## src/sv/motor_duty_exponential_ramp_unit_macros.svh

```systemverilog
// ----------------------------------------------------------------------------
// Motor duty ramp assertion macros
// Shared assertion forms for the motor duty ramp unit.
// ----------------------------------------------------------------------------
`ifndef MOTOR_DUTY_EXPONENTIAL_RAMP_UNIT_MACROS_SVH
`define MOTOR_DUTY_EXPONENTIAL_RAMP_UNIT_MACROS_SVH

// The consequent must hold in the same cycle as the antecedent.
`define MDER_ASSERT_SAME(label, clk, rstn, ante, cons, msg) \
    label: assert property (@(posedge clk) disable iff (!rstn) (ante) |-> (cons)) \
        else $error(msg);

// The consequent must hold in the cycle after the antecedent.
`define MDER_ASSERT_NEXT(label, clk, rstn, ante, cons, msg) \
    label: assert property (@(posedge clk) disable iff (!rstn) (ante) |=> (cons)) \
        else $error(msg);

`endif

```

## src/sv/mder_pkg.sv

```systemverilog
// ----------------------------------------------------------------------------
// Motor duty ramp package
// Types, constants and the correction function of the motor duty ramp unit.
// ----------------------------------------------------------------------------
package mder_pkg;

    localparam int unsigned SpeedW = 16;
    localparam int unsigned DirW   = 8;
    localparam int unsigned DutyW  = 10;

    localparam logic [SpeedW-1:0] BAND_HIGH = 16'd3000;
    localparam logic [SpeedW-1:0] BAND_MID  = 16'd2000;
    localparam logic [SpeedW-1:0] STEP_HIGH = 16'd200;
    localparam logic [SpeedW-1:0] STEP_MID  = 16'd150;
    localparam logic [SpeedW-1:0] STEP_LOW  = 16'd100;

    localparam logic [DutyW-1:0] DUTY_MAX       = 10'd1023;
    localparam logic [DutyW-1:0] DUTY_TOP_LIMIT = 10'd1022;
    localparam logic [DutyW-1:0] DUTY_KICK      = 10'd1000;

    localparam logic [DirW-1:0] DIR_FORWARD = 8'd1;
    localparam logic [DirW-1:0] DIR_REVERSE = 8'd0;

    // Quotients of ten or more saturate the correction.
    localparam int unsigned QuotSat = 10;

    typedef struct packed {
        logic [DutyW-1:0] duty;
        logic             reverse;
    } mder_state_t;

    // Correction 2^q - 1 with q = err / step. The quotient is only needed up
    // to saturation, so it is found by comparing against multiples of the step.
    function automatic logic [DutyW-1:0] correction_of(input logic [SpeedW-1:0] err);
        logic [SpeedW-1:0] step;
        logic [3:0]        quot;
        logic [31:0]       err_w;
        logic [DutyW:0]    pow;
        step  = STEP_LOW;
        quot  = 4'd0;
        err_w = {16'd0, err};
        if (err > BAND_HIGH) begin
            step = STEP_HIGH;
        end else if (err > BAND_MID) begin
            step = STEP_MID;
        end
        for (int k = 1; k < QuotSat; k++) begin
            if (err_w >= 32'(k) * {16'd0, step}) begin
                quot = 4'(k);
            end
        end
        pow = (11'd1 << quot) - 11'd1;
        if (err_w >= 32'(QuotSat) * {16'd0, step}) begin
            return DUTY_MAX;
        end
        return pow[DutyW-1:0];
    endfunction

endpackage

```

## src/sv/motor_duty_exponential_ramp_unit.sv

```systemverilog
// ----------------------------------------------------------------------------
// Motor duty exponential ramp unit
// Takes one item per clock cycle while the receiver keeps taking results, and
// produces one result item for each. An item is captured in an input register;
// once the result register is free or being taken, the update logic computes
// its duty and direction from the held state and writes them to the result
// register together with the new held state. The held duty and direction live in
// one register pair that the update logic rewrites as each item moves on, which
// is what sets the sustained rate of one item per cycle. The input side
// accepts while its register is empty, or while the item in it moves on
// because the result register is free or being taken in the same cycle.
// ----------------------------------------------------------------------------
`include "motor_duty_exponential_ramp_unit_macros.svh"

module motor_duty_exponential_ramp_unit (
    input  logic                        aclk,
    input  logic                        aresetn,
    input  logic                        s_valid,
    output logic                        s_ready,
    input  logic [mder_pkg::SpeedW-1:0] s_request_speed,
    input  logic [mder_pkg::DirW-1:0]   s_direction_request,
    input  logic [mder_pkg::SpeedW-1:0] s_wheel_a_speed,
    input  logic [mder_pkg::SpeedW-1:0] s_wheel_b_speed,
    input  logic                        s_measurement_new,
    output logic                        m_valid,
    input  logic                        m_ready,
    output logic [mder_pkg::DutyW-1:0]  m_duty,
    output logic                        m_reverse
);

    logic                        in_valid_reg;
    logic [mder_pkg::SpeedW-1:0] req_reg;
    logic [mder_pkg::DirW-1:0]   dir_reg;
    logic [mder_pkg::SpeedW-1:0] left_reg;
    logic [mder_pkg::SpeedW-1:0] right_reg;
    logic                        fresh_reg;

    mder_pkg::mder_state_t       held_reg;
    mder_pkg::mder_state_t       held_next;

    logic                        out_valid_reg;
    logic [mder_pkg::DutyW-1:0]  duty_reg;
    logic [mder_pkg::DutyW-1:0]  duty_next;
    logic                        reverse_reg;
    logic                        reverse_next;

    logic                        advance;
    logic                        take_in;

    // The item in the input register moves on when the result register is
    // empty or its item is being taken.
    assign advance = in_valid_reg && (!out_valid_reg || m_ready);
    assign s_ready = !in_valid_reg || advance;
    assign take_in = s_valid && s_ready;

    mder_update u_update (
        .request_speed     (req_reg),
        .direction_request (dir_reg),
        .wheel_a_speed     (left_reg),
        .wheel_b_speed     (right_reg),
        .measurement_new   (fresh_reg),
        .held              (held_reg),
        .held_next         (held_next),
        .duty              (duty_next),
        .reverse           (reverse_next)
    );

    always_ff @(posedge aclk) begin
        if (!aresetn) begin
            in_valid_reg  <= 1'b0;
            out_valid_reg <= 1'b0;
            held_reg      <= '0;
        end else begin
            if (take_in) begin
                in_valid_reg <= 1'b1;
            end else if (advance) begin
                in_valid_reg <= 1'b0;
            end
            if (advance) begin
                out_valid_reg <= 1'b1;
                held_reg      <= held_next;
            end else if (m_ready) begin
                out_valid_reg <= 1'b0;
            end
        end
    end

    always_ff @(posedge aclk) begin
        if (take_in) begin
            req_reg   <= s_request_speed;
            dir_reg   <= s_direction_request;
            left_reg  <= s_wheel_a_speed;
            right_reg <= s_wheel_b_speed;
            fresh_reg <= s_measurement_new;
        end
        if (advance) begin
            duty_reg    <= duty_next;
            reverse_reg <= reverse_next;
        end
    end

    assign m_valid   = out_valid_reg;
    assign m_duty    = duty_reg;
    assign m_reverse = reverse_reg;

    `MDER_ASSERT_NEXT(a_stop_gives_zero, aclk, aresetn, advance && (req_reg <= 16'd1), m_duty == '0, "stop request did not give zero duty")
    `MDER_ASSERT_NEXT(a_stale_keeps_state, aclk, aresetn, advance && !fresh_reg, $stable(held_reg), "held state changed without a fresh measurement")
    `MDER_ASSERT_SAME(a_result_tracks_state, aclk, aresetn, out_valid_reg, (m_reverse == held_reg.reverse) && (m_duty == '0 || m_duty == held_reg.duty), "result differs from held state")
    `MDER_ASSERT_NEXT(a_advance_fills_output, aclk, aresetn, advance, out_valid_reg, "result register not filled after update")

endmodule

```

## src/sv/mder_update.sv

```systemverilog
// ----------------------------------------------------------------------------
// Motor duty ramp update
// Combinational ramp step: next held state and result from one item.
// ----------------------------------------------------------------------------
module mder_update (
    input  logic [mder_pkg::SpeedW-1:0] request_speed,
    input  logic [mder_pkg::DirW-1:0]   direction_request,
    input  logic [mder_pkg::SpeedW-1:0] wheel_a_speed,
    input  logic [mder_pkg::SpeedW-1:0] wheel_b_speed,
    input  logic                        measurement_new,
    input  mder_pkg::mder_state_t       held,
    output mder_pkg::mder_state_t       held_next,
    output logic [mder_pkg::DutyW-1:0]  duty,
    output logic                        reverse
);

    logic [mder_pkg::SpeedW:0]   speed_sum;
    logic [mder_pkg::SpeedW-1:0] mean;
    logic [mder_pkg::SpeedW-1:0] err;
    logic                        too_fast;
    logic [mder_pkg::DutyW-1:0]  corr;
    logic [mder_pkg::DutyW-1:0]  base;
    logic [mder_pkg::DutyW:0]    raised;
    logic                        stop;
    logic                        rev_new;

    assign speed_sum = {1'b0, wheel_a_speed} + {1'b0, wheel_b_speed};
    assign mean      = speed_sum[mder_pkg::SpeedW:1];
    assign too_fast  = mean > request_speed;
    assign err       = too_fast ? (mean - request_speed) : (request_speed - mean);
    assign corr      = mder_pkg::correction_of(err);
    // A stalled wheel pair kicks the duty to a fixed value before correcting.
    assign base      = (mean == '0) ? mder_pkg::DUTY_KICK : held.duty;
    assign raised    = {1'b0, base} + {1'b0, corr};
    assign stop      = request_speed <= 16'd1;

    always_comb begin
        rev_new = held.reverse;
        if (direction_request == mder_pkg::DIR_FORWARD) begin
            rev_new = 1'b0;
        end else if (direction_request == mder_pkg::DIR_REVERSE) begin
            rev_new = 1'b1;
        end
    end

    always_comb begin
        held_next = held;
        if (!stop && measurement_new) begin
            held_next.reverse = rev_new;
            if (too_fast) begin
                held_next.duty = (corr > base) ? '0 : (base - corr);
            end else if (raised > {1'b0, mder_pkg::DUTY_TOP_LIMIT}) begin
                held_next.duty = mder_pkg::DUTY_MAX;
            end else begin
                held_next.duty = raised[mder_pkg::DutyW-1:0];
            end
        end
        duty    = stop ? '0 : held_next.duty;
        reverse = held_next.reverse;
    end

endmodule

```

## config.mk

```make
export PLATFORM = sky130hd
export DESIGN_NAME = motor_duty_exponential_ramp_unit
export DESIGN_NICKNAME = d
export VERILOG_FILES = /design/src/sv/mder_pkg.sv /design/src/sv/motor_duty_exponential_ramp_unit.sv /design/src/sv/mder_update.sv
export VERILOG_INCLUDE_DIRS = /design/src /design/src/sv
export SDC_FILE = /design/constraint.sdc
export NUM_CORES = 1
export LEC_CHECK = 0
export ABC_AREA = 1
export BUFFER_PORTS_ARGS = -buffer_cell sky130_fd_sc_hd__buf_2
export CAP_MARGIN = 5
export CORE_ASPECT_RATIO = 1.4
export CORE_MARGIN = 2
export CORE_UTILIZATION = 30
export CTS_CLUSTER_DIAMETER = 50
export DETAILED_ROUTE_END_ITERATION = 16
export GPL_ROUTABILITY_DRIVEN = 0
export RECOVER_POWER = 50
export SLEW_MARGIN = 15
export SYNTH_ARGS = -nofsm -noshare
export SYNTH_HDL_FRONTEND = slang
export SYNTH_SLANG_ARGS = --single-unit
```

## constraint.sdc

```tcl
create_clock -name aclk -period 16.25 [get_ports aclk]
set_clock_uncertainty 0.1 [all_clocks]
set_input_delay 0.8125 -clock aclk [delete_from_list [all_inputs] [get_ports aclk]]
set_output_delay 0.8125 -clock aclk [all_outputs]
set_load 0.01 [all_outputs]
```

==> flow_summary.ini, run 1 <==
[status]
status = finished, violations left
failed_checks = capacitance limit, slew limit

[synthesis]
synth-simple-area-share = 0.302
synth_area_leaders = edfxtp_1, ha_1, nand2_1, inv_1, nand3_1
ys.warnings.count = 0
synth_top_family_by_area = simple AND/OR/NAND/NOR gates
synthArstFlopShare = 0
synthAdderAreaFrac = 0.188
synth_common_cells = nand2_1, inv_1, ha_1
synthMuxAreaShare = 0.00113
ys_seq_area_frac = 0.261
syn_avg_cell_area_um2 = 7.07
ys_dominant_reg_cell = edfxtp_1
synthCells = 1250
synth_compound_gate_area_share = 0.106
synth_seq_cells = 81
syn_area_um2 = 8830
synth_xor_xnor_area_share = 0.0297
synth_edf_count = 68
synth_nets = 1441
ys_types = 53
synth_top_area_cell = edfxtp_1
synth_top_area_share = 0.231
synth.most_common_cell = nand2_1

[placement]
pre_cts_ws_ns = 4.21
placed_cell_area_um2 = 9630
io_buffers = 73
dp_hpwl_um = 18900
dp_cells = 1695

[power]
irDropWorstVdd_v = 0.0000998
power_frac_seq = 0.199
intPower_uw = 618
power_density_nw_per_um2 = 125
p_leak_uw = 0.00516
pwr-share-clk = 0.155
comb_power_share = 0.645
p_sw_frac = 0.502
p_sw_uw = 623

[sta]
fmax_ghz = 0.0830
slew_headroom = -0.488
grt_setup_unrepaired = false
fin_crit_ns = 12.04
hold_viol_final = 0
setup_tns_ns = 0
drv_slew = 58
fin_ws_ns = 4.21
worst_slew_pin_slew_ns = 2.22
finalSetupViolCount = 0
finalCritPeriodShare = 0.741

[cts]
cts_tree = yes
cts_setup_buffers = 0
cts-buffers-inserted = 9
clock-root-buffer = clkbuf_16
cts_max_level = 3
cts.repair.resized = 0
clock_latency_ns = 0.35
cts_buffer_depth = 2
hold_buffers = 0
cts.sinks = 81
path_clk_slew_ns = 0.07

[grt]
overflow = 0
grt.met3_usage = 0.0165
use_met2 = 0.274
grt_max_degree = 58
grt_first_pass_wirelength_um = 36900
antenna_found_initial = 0
track_usage = 0.148
grt_pass1_vias = 8003
busiest_layer = met2
grt_use_met1 = 0.160

[worst_hold_path]
worstHoldPathType = flop to flop
min_path_cells = 2
min-delay-start = m_valid$_SDFFE_PN0P_
min_to = m_valid$_SDFFE_PN0P_

[route]
first_pass_iters = 5
vias = 7984
via_per_inst = 4.67
ant_nets = 0
drt_iter0_markers = 401
routed_wl_um = 22400
route.detailed.drc = 0
wl_per_cell_um = 13.1

[critical_path]
crit_path_start_kind = flop
required_ns = 16.26
rr_worst_depth = 68
cp.arrival_ns = 12.06
regToRegEndpoint = m_duty[0]$_SDFFCE_PP0P_
endpoint_kind = flop
slowest_stage = a41oi_1
reg2reg_from = left_reg[1]$_DFFE_PP_
cp_max_fo = 27
cpMostUsedCell = nand2_1
worstSetupPathType = flop to flop
r2r_slack_ns = 4.21
max_stage_delay_ns = 0.53

[layout]
postLayoutCoreUtil = 0.341
area_growth_syn_to_layout_pct = 12.1
drive_above_1_share = 0.114
finalInstanceArea_um2 = 9910
fin_cells = 1711
fin_nets = 1517
n_antenna_cell = 0

[floorplanning]
start_util = 0.304
core-area_um2 = 29100
rows = 74
die_height_um = 207
die_width_um = 149
dieArea_um2 = 30900
io_pins = 74

[run]
drv_cap = 1
## per-layer routing
metal	routed length, um	up-vias	part of all wire
li1	-	4197	-
met1	8950	3527	0.40
met2	11700	201	0.52
met3	733	59	0.033
met4	1030	0	0.046
met5	0	-	0
## cells in the final DEF (no fill, tap or decap), types with 6 or more instances in the layout
cell       count
nand4_1       26
dfxtp_1       13
o21ai_1        6
o21ai_0       35
clkbuf_16      9
o21bai_1       8
edfxtp_1      68
nand3_1       81
inv_2         18
or2_2          6
buf_2         59
nand2_2       17
xnor2_1        6
nor3_1        17
clkbuf_1      14
ha_1         125
xor2_1        24
nor2_1        79
inv_1        228
nand2_4        6
nor2_4         8
and2_1         6
nand2_1      326
a21oi_1       75
nor4_1         6
## how the worst max path moves through the flow
stage	start	to	depth (start not counted)	slack, ns
after global routing	left_reg[1]$_DFFE_PP_	m_duty[0]$_SDFFCE_PP0P_	68	2.83
after global placement	left_reg[1]$_DFFE_PP_	m_duty[0]$_SDFFCE_PP0P_	76	4.54
after floorplan	left_reg[1]$_DFFE_PP_	m_duty[0]$_SDFFCE_PP0P_	69	5.93
after detailed placement	left_reg[1]$_DFFE_PP_	m_duty[0]$_SDFFCE_PP0P_	68	4.21
after CTS	left_reg[1]$_DFFE_PP_	m_duty[0]$_SDFFCE_PP0P_	68	4.21
final	left_reg[1]$_DFFE_PP_	m_duty[0]$_SDFFCE_PP0P_	68	4.21
## power groups by stage
| stage | Clock, uW | Sequential [uW] | Combinational [uW] |
|---|---|---|---|
| 2_1_floorplan | 0 | 251 | 595 |
| 5_1_grt | 207 | 249 | 907 |
| 6_report | 193 | 248 | 801 |
| 3_5_place_dp | 0 | 252 | 792 |
| 3_3_place_gp | 0 | 251 | 790 |
| 4_1_cts | 200 | 247 | 795 |
## cell families (layout without fill, tap and decap cells)
| group | Yosys count | count (layout) |
|---|---|---|
| mux | 1 | 1 |
| simple gates | 591 | 591 |
| xor+xnor | 30 | 30 |
| buf+inv | 259 | 340 |
| fa+ha+maj | 130 | 130 |
| compound gates | 158 | 158 |
| flops | 81 | 81 |
## final cells by class
class	count	area, um2
fill	3169	19200
multi-input combinational	910	5540
sequential	81	2300
inverter	250	941
tap	380	475
timing repair buffer	74	355
clock buffer	10	239
clock inverter	6	50.0
## worst max-delay path, delay by kind of cell, from the launching register on
family	cells	cell delay (ns)
buffers and inverters	11	1.60
AND/OR/NAND/NOR	30	3.51
adder cells (fa/ha/maj)	5	1.96
XOR/XNOR	2	0.31
flip-flops	1	0.36
AO/OA/AOI/OAI	20	3.91
## per-stage QoR
step	total power, uW	hold WS (ns)
after CTS	1240	0.422
after detailed placement	1040	0.410
after global placement	1040	0.405
final	1240	0.422
after global routing	1360	0.474
after floorplan	846	0.421
(Power assumes the default switching activity.)
==> inputs of run 2 (changes only) <==
==> constraint.sdc (replaced) <==
create_clock -name aclk -period 10.45 [get_ports aclk]
set_clock_uncertainty 0.1 [all_clocks]
set_input_delay 0.5225 -clock aclk [delete_from_list [all_inputs] [get_ports aclk]]
set_output_delay 0.5225 -clock aclk [all_outputs]
set_load 0.01 [all_outputs]
==> flow_summary.ini, run 2 (synthesis results as in run 1) <==
[route]
vias = 8404
drt_iter0_markers = 427
first_pass_iters = 5
routed_wl_um = 23600
route.detailed.drc = 0
wl_per_cell_um = 13.4
ant_nets = 0
via_per_inst = 4.76

[critical_path]
regToRegEndpoint = m_duty[1]$_SDFFCE_PP0P_
reg2reg_from = left_reg[1]$_DFFE_PP_
required_ns = 10.45
rr_worst_depth = 67
endpoint_kind = flop
worstSetupPathType = flop to flop
cp.arrival_ns = 9.60
crit_path_start_kind = flop
startpoint = left_reg[1]$_DFFE_PP_
max_stage_delay_ns = 0.42
r2r_slack_ns = 0.85
slowest_stage = fa_1
cp_max_fo = 7
cpMostUsedCell = nand2_1

[worst_hold_path]
min_path_cells = 1
min_to = right_reg[15]$_DFFE_PP_
min-delay-start = s_wheel_b_speed[15]
worstHoldPathType = input pin to flop

[floorplanning]
dieArea_um2 = 30900
start_util = 0.304
rows = 74
io_pins = 74
die_height_um = 207
core-area_um2 = 29100
die_width_um = 149

[grt]
busiest_layer = met2
use_met2 = 0.281
track_usage = 0.152
antenna_found_initial = 0
grt_max_degree = 58
grt_pass1_vias = 8158
overflow = 0
grt.met3_usage = 0.0154
grt_use_met1 = 0.168
grt_first_pass_wirelength_um = 38100

[layout]
nFillCells = 3128
n_antenna_cell = 0
seq_area_um2 = 2300
final_common_cell = nand2_1
mostFrequentLayoutCells = nand2_1, inv_1, ha_1, nand3_1, nor2_1
drive_above_1_share = 0.187
multi_input_comb_area_um2 = 5860
fin_nets = 1573
area_growth_syn_to_layout_pct = 20.6

[sta]
fmax_ghz = 0.104
finalSetupViolCount = 0
drv_slew = 58
worst_slew_pin_slew_ns = 2.85
hold_viol_final = 0
slew_headroom = -0.901
fin_crit_ns = 9.60
fin_ws_ns = 0.848
setup_tns_ns = 0
finalCritPeriodShare = 0.919

[placement]
io_buffers = 73
pre_cts_ws_ns = -0.301
dp_hpwl_um = 19400

[power]
p_sw_frac = 0.486
power_density_nw_per_um2 = 198
intPower_uw = 1080
irDropWorstVdd_v = 0.000150
p_sw_uw = 1030
power_frac_seq = 0.183
comb_power_share = 0.672
pwr-share-clk = 0.145
p_leak_uw = 0.00546

[status]
failed_checks = capacitance limit, slew limit
status = finished, violations left

[cts]
cts_max_level = 3
cts-buffers-inserted = 9
clock_latency_ns = 0.34
cts_tree = yes
cts_buffer_depth = 2
path_clk_slew_ns = 0.07
clock-root-buffer = clkbuf_16
cts.sinks = 81

[run]
drv_cap = 1
## run 2: per-stage QoR
stage	total power [uW]	utilization	hold WS, ns	instance area (um2)	instances
after CTS	2000	0.350	0.233	10200	1742
after global routing	2300	0.366	0.236	10600	1767
final	2110	0.366	0.248	10600	1767
after floorplan	1320	-	0.421	8830	1250
after global placement	1670	0.338	0.408	9840	1722
after detailed placement	1680	0.338	0.420	9840	1722
## run 2: power by group through the flow
stage / combinational, uW / clock (uW) / sequential, uW
floorplan: 925 / 0 / 391
global route: 1590 / 325 / 387
CTS: 1310 / 314 / 384
detailed placement: 1290 / 0 / 391
finish: 1420 / 306 / 385
global placement: 1280 / 0 / 391
## run 2: worst max path at each step
stage	to	cells past startpoint
5_1_grt	m_duty[8]$_SDFFCE_PP0P_	80
2_1_floorplan	m_duty[0]$_SDFFCE_PP0P_	69
3_5_place_dp	m_duty[8]$_SDFFCE_PP0P_	75
6_report	m_duty[1]$_SDFFCE_PP0P_	67
4_1_cts	m_duty[1]$_SDFFCE_PP0P_	74
3_3_place_gp	m_duty[8]$_SDFFCE_PP0P_	78
## run 2: repair_timing
action / CTS / global route
buffers inserted: 4 / 25
hold buffers: 0 / 0
gates cloned: 0 / 0
pin swaps: 1 / 25
endpoints found under the setup margin: 20 / 20
gates resized for setup: 4 / 73
## run 2: per-layer routing
metal | routed length [um] | share of wire | vias up
li1 | - | - | 4308
met1 | 9400 | 0.40 | 3822
met2 | 12300 | 0.52 | 208
met3 | 725 | 0.031 | 66
met4 | 1190 | 0.050 | 0
met5 | 0 | 0 | -
## run 2: area by class of cell
cell class	instances	area share
multi-input cells	910	0.550
flip-flops and latches	81	0.216
inverters	250	0.0882
repair buffers	130	0.0731
well taps	380	0.0446
clock buffers	10	0.0235
clock inverters	6	0.00446
## run 2: critical path, delay by kind of cell (launching register included)
kind                     cells  cell delay, ns
adder cells (fa/ha/maj)      5            1.65
AO/OA/AOI/OAI               24            3.25
AND/OR/NAND/NOR             27            2.83
flip-flops                   1            0.36
buffers and inverters       11            1.19
==> inputs of run 3 (changes only) <==
--- a/config.mk
+++ b/config.mk
@@ -9,7 +9,6 @@
 export ABC_AREA = 1
 export BUFFER_PORTS_ARGS = -buffer_cell sky130_fd_sc_hd__buf_2
 export CAP_MARGIN = 5
-export CORE_ASPECT_RATIO = 1.4
 export CORE_MARGIN = 2
 export CORE_UTILIZATION = 30
 export CTS_CLUSTER_DIAMETER = 50
==> constraint.sdc (replaced) <==
create_clock -name aclk -period 11.15 [get_ports aclk]
set_clock_uncertainty 0.1 [all_clocks]
set_input_delay 0.5575 -clock aclk [delete_from_list [all_inputs] [get_ports aclk]]
set_output_delay 0.5575 -clock aclk [all_outputs]
set_load 0.01 [all_outputs]
==> flow_summary.ini, run 3 (synthesis results as in run 1) <==
[critical_path]
r2r_slack_ns = 0.96
reg2reg_from = left_reg[1]$_DFFE_PP_
endpoint_kind = flop
startpoint = left_reg[1]$_DFFE_PP_
cpMostUsedCell = nand2_1
worstSetupEndpoint = m_duty[1]$_SDFFCE_PP0P_
worstSetupPathType = flop to flop
rr_worst_depth = 74
max_stage_delay_ns = 0.45
crit_path_start_kind = flop
cp.arrival_ns = 10.19
slowest_stage = fa_1
required_ns = 11.15
regToRegEndpoint = m_duty[1]$_SDFFCE_PP0P_
cp_max_fo = 14

[cts]
cts-buffers-inserted = 9
cts.sinks = 81
hold_buffers = 0
cts_tree = yes
clock_latency_ns = 0.34
cts_buffer_depth = 2
path_clk_slew_ns = 0.07
cts_max_level = 3
clock-root-buffer = clkbuf_16

[placement]
dp_hpwl_um = 18700
dp_cells = 1704
io_buffers = 73

[sta]
worst_slew_pin_slew_ns = 0.587
hold_viol_final = 0
fmax_ghz = 0.0981
fin_crit_ns = 10.19
slew_headroom = 0.606
finalSetupViolCount = 0
drv_slew = 0
finalCritPeriodShare = 0.914

[grt]
grt_first_pass_wirelength_um = 37300
track_usage = 0.147
overflow = 0
antenna_found_initial = 1
grt_pass1_vias = 7924
grt_max_degree = 49

[route]
routed_wl_um = 22900
via_per_inst = 4.72
ant_nets = 0
route.detailed.drc = 0
vias = 8153
first_pass_iters = 5
wl_per_cell_um = 13.2
drt_iter0_markers = 618

[status]
status = finished, final reports clean

[floorplanning]
core-area_um2 = 28900
dieArea_um2 = 30800
die_height_um = 176
die_width_um = 176
rows = 62
io_pins = 74
start_util = 0.306

[layout]
final_common_cell = nand2_1
fin_nets = 1531
fin_cells = 1729
area_growth_syn_to_layout_pct = 14.8
postLayoutCoreUtil = 0.352
drive_above_1_share = 0.137
n_antenna_cell = 0
mostFrequentLayoutCells = nand2_1, inv_1, ha_1, nand3_1, nor2_1

[power]
irDropWorstVdd_v = 0.000120
p_leak_uw = 0.00524
finalPower_uw = 1890
power_density_nw_per_um2 = 186

[run]
drv_cap = 0

[worst_hold_path]
worstHoldPathType = input pin to flop
==> run 3: changes by cell type in the layout (fill, tap and decap cells not counted), sizes merged <==
cell      previous run  this run
bufinv               0         1
clkbuf              26        24
buf                114        71
inv                248       247
clkinv               7         6
clkinvlp             1         3
nand2              349       350
a21oi               79        80
==> run 3: where the power goes <==
group	total, uW	leakage, uW	internal [uW]	switching [uW]
Clock	305	0.000149	178	127
Combinational	1230	0.00432	417	808
Sequential	360	0.000769	352	8.10
Total	1890	0.00524	947	944
==> run 3: final cells by class <==
type                    count  area (um2)
inverters                 250         947
repair buffers             86         444
clock inverters             7        88.8
clock buffers               9         225
fillers                  3131       18700
well taps                 384         480
multi-input cells         912        5660
flip-flops and latches     81        2300
==> run 3: worst max-delay path: cells and delay by family (launching register included) <==
| kind | cells | cell delay (ns) |
|---|---|---|
| xor+xnor | 1 | 0.14 |
| fa+ha+maj | 5 | 1.83 |
| buf+inv | 8 | 0.95 |
| simple gates | 43 | 4.18 |
| compound gates | 17 | 2.44 |
| flops | 1 | 0.35 |
==> run 3: worst min path at each step <==
stage                                         start                         to  cells past startpoint
after floorplan           held_reg[10]$_SDFFE_PN0P_  held_reg[10]$_SDFFE_PN0P_                      2
after global placement         m_valid$_SDFFE_PN0P_       m_valid$_SDFFE_PN0P_                      2
after detailed placement       m_valid$_SDFFE_PN0P_       m_valid$_SDFFE_PN0P_                      2
after CTS                    s_direction_request[1]       dir_reg[1]$_DFFE_PP_                      1
after global routing             s_wheel_a_speed[2]      left_reg[2]$_DFFE_PP_                      1
final                        s_direction_request[1]       dir_reg[1]$_DFFE_PP_                      1
==> run 3: per-layer routing <==
metal	track usage	vias up	part of all wire
met2	0.253	230	0.47
met3	0.0186	42	0.053
li1	-	4240	-
met1	0.192	3639	0.46
met4	0.0461	2	0.022
met5	0	-	0.00070
==> run 3: timing repair <==
item                       CTS  global route
gates resized for setup      0            31
setup endpoints to repair    0            20
buffers inserted             0             7
==> run 3: through the flow <==
stage | setup TNS (ns) | area [um2] | worst slack, ns | hold slack, ns
4_1_cts | 0 | 9990 | 0.187 | 0.276
3_3_place_gp | 0 | 9680 | 0.453 | 0.407
3_5_place_dp | 0 | 9680 | 0.237 | 0.423
5_1_grt | -0.0886 | 10100 | -0.0232 | 0.277
2_1_floorplan | 0 | 8830 | 0.826 | 0.421
6_report | 0 | 10100 | 0.955 | 0.290
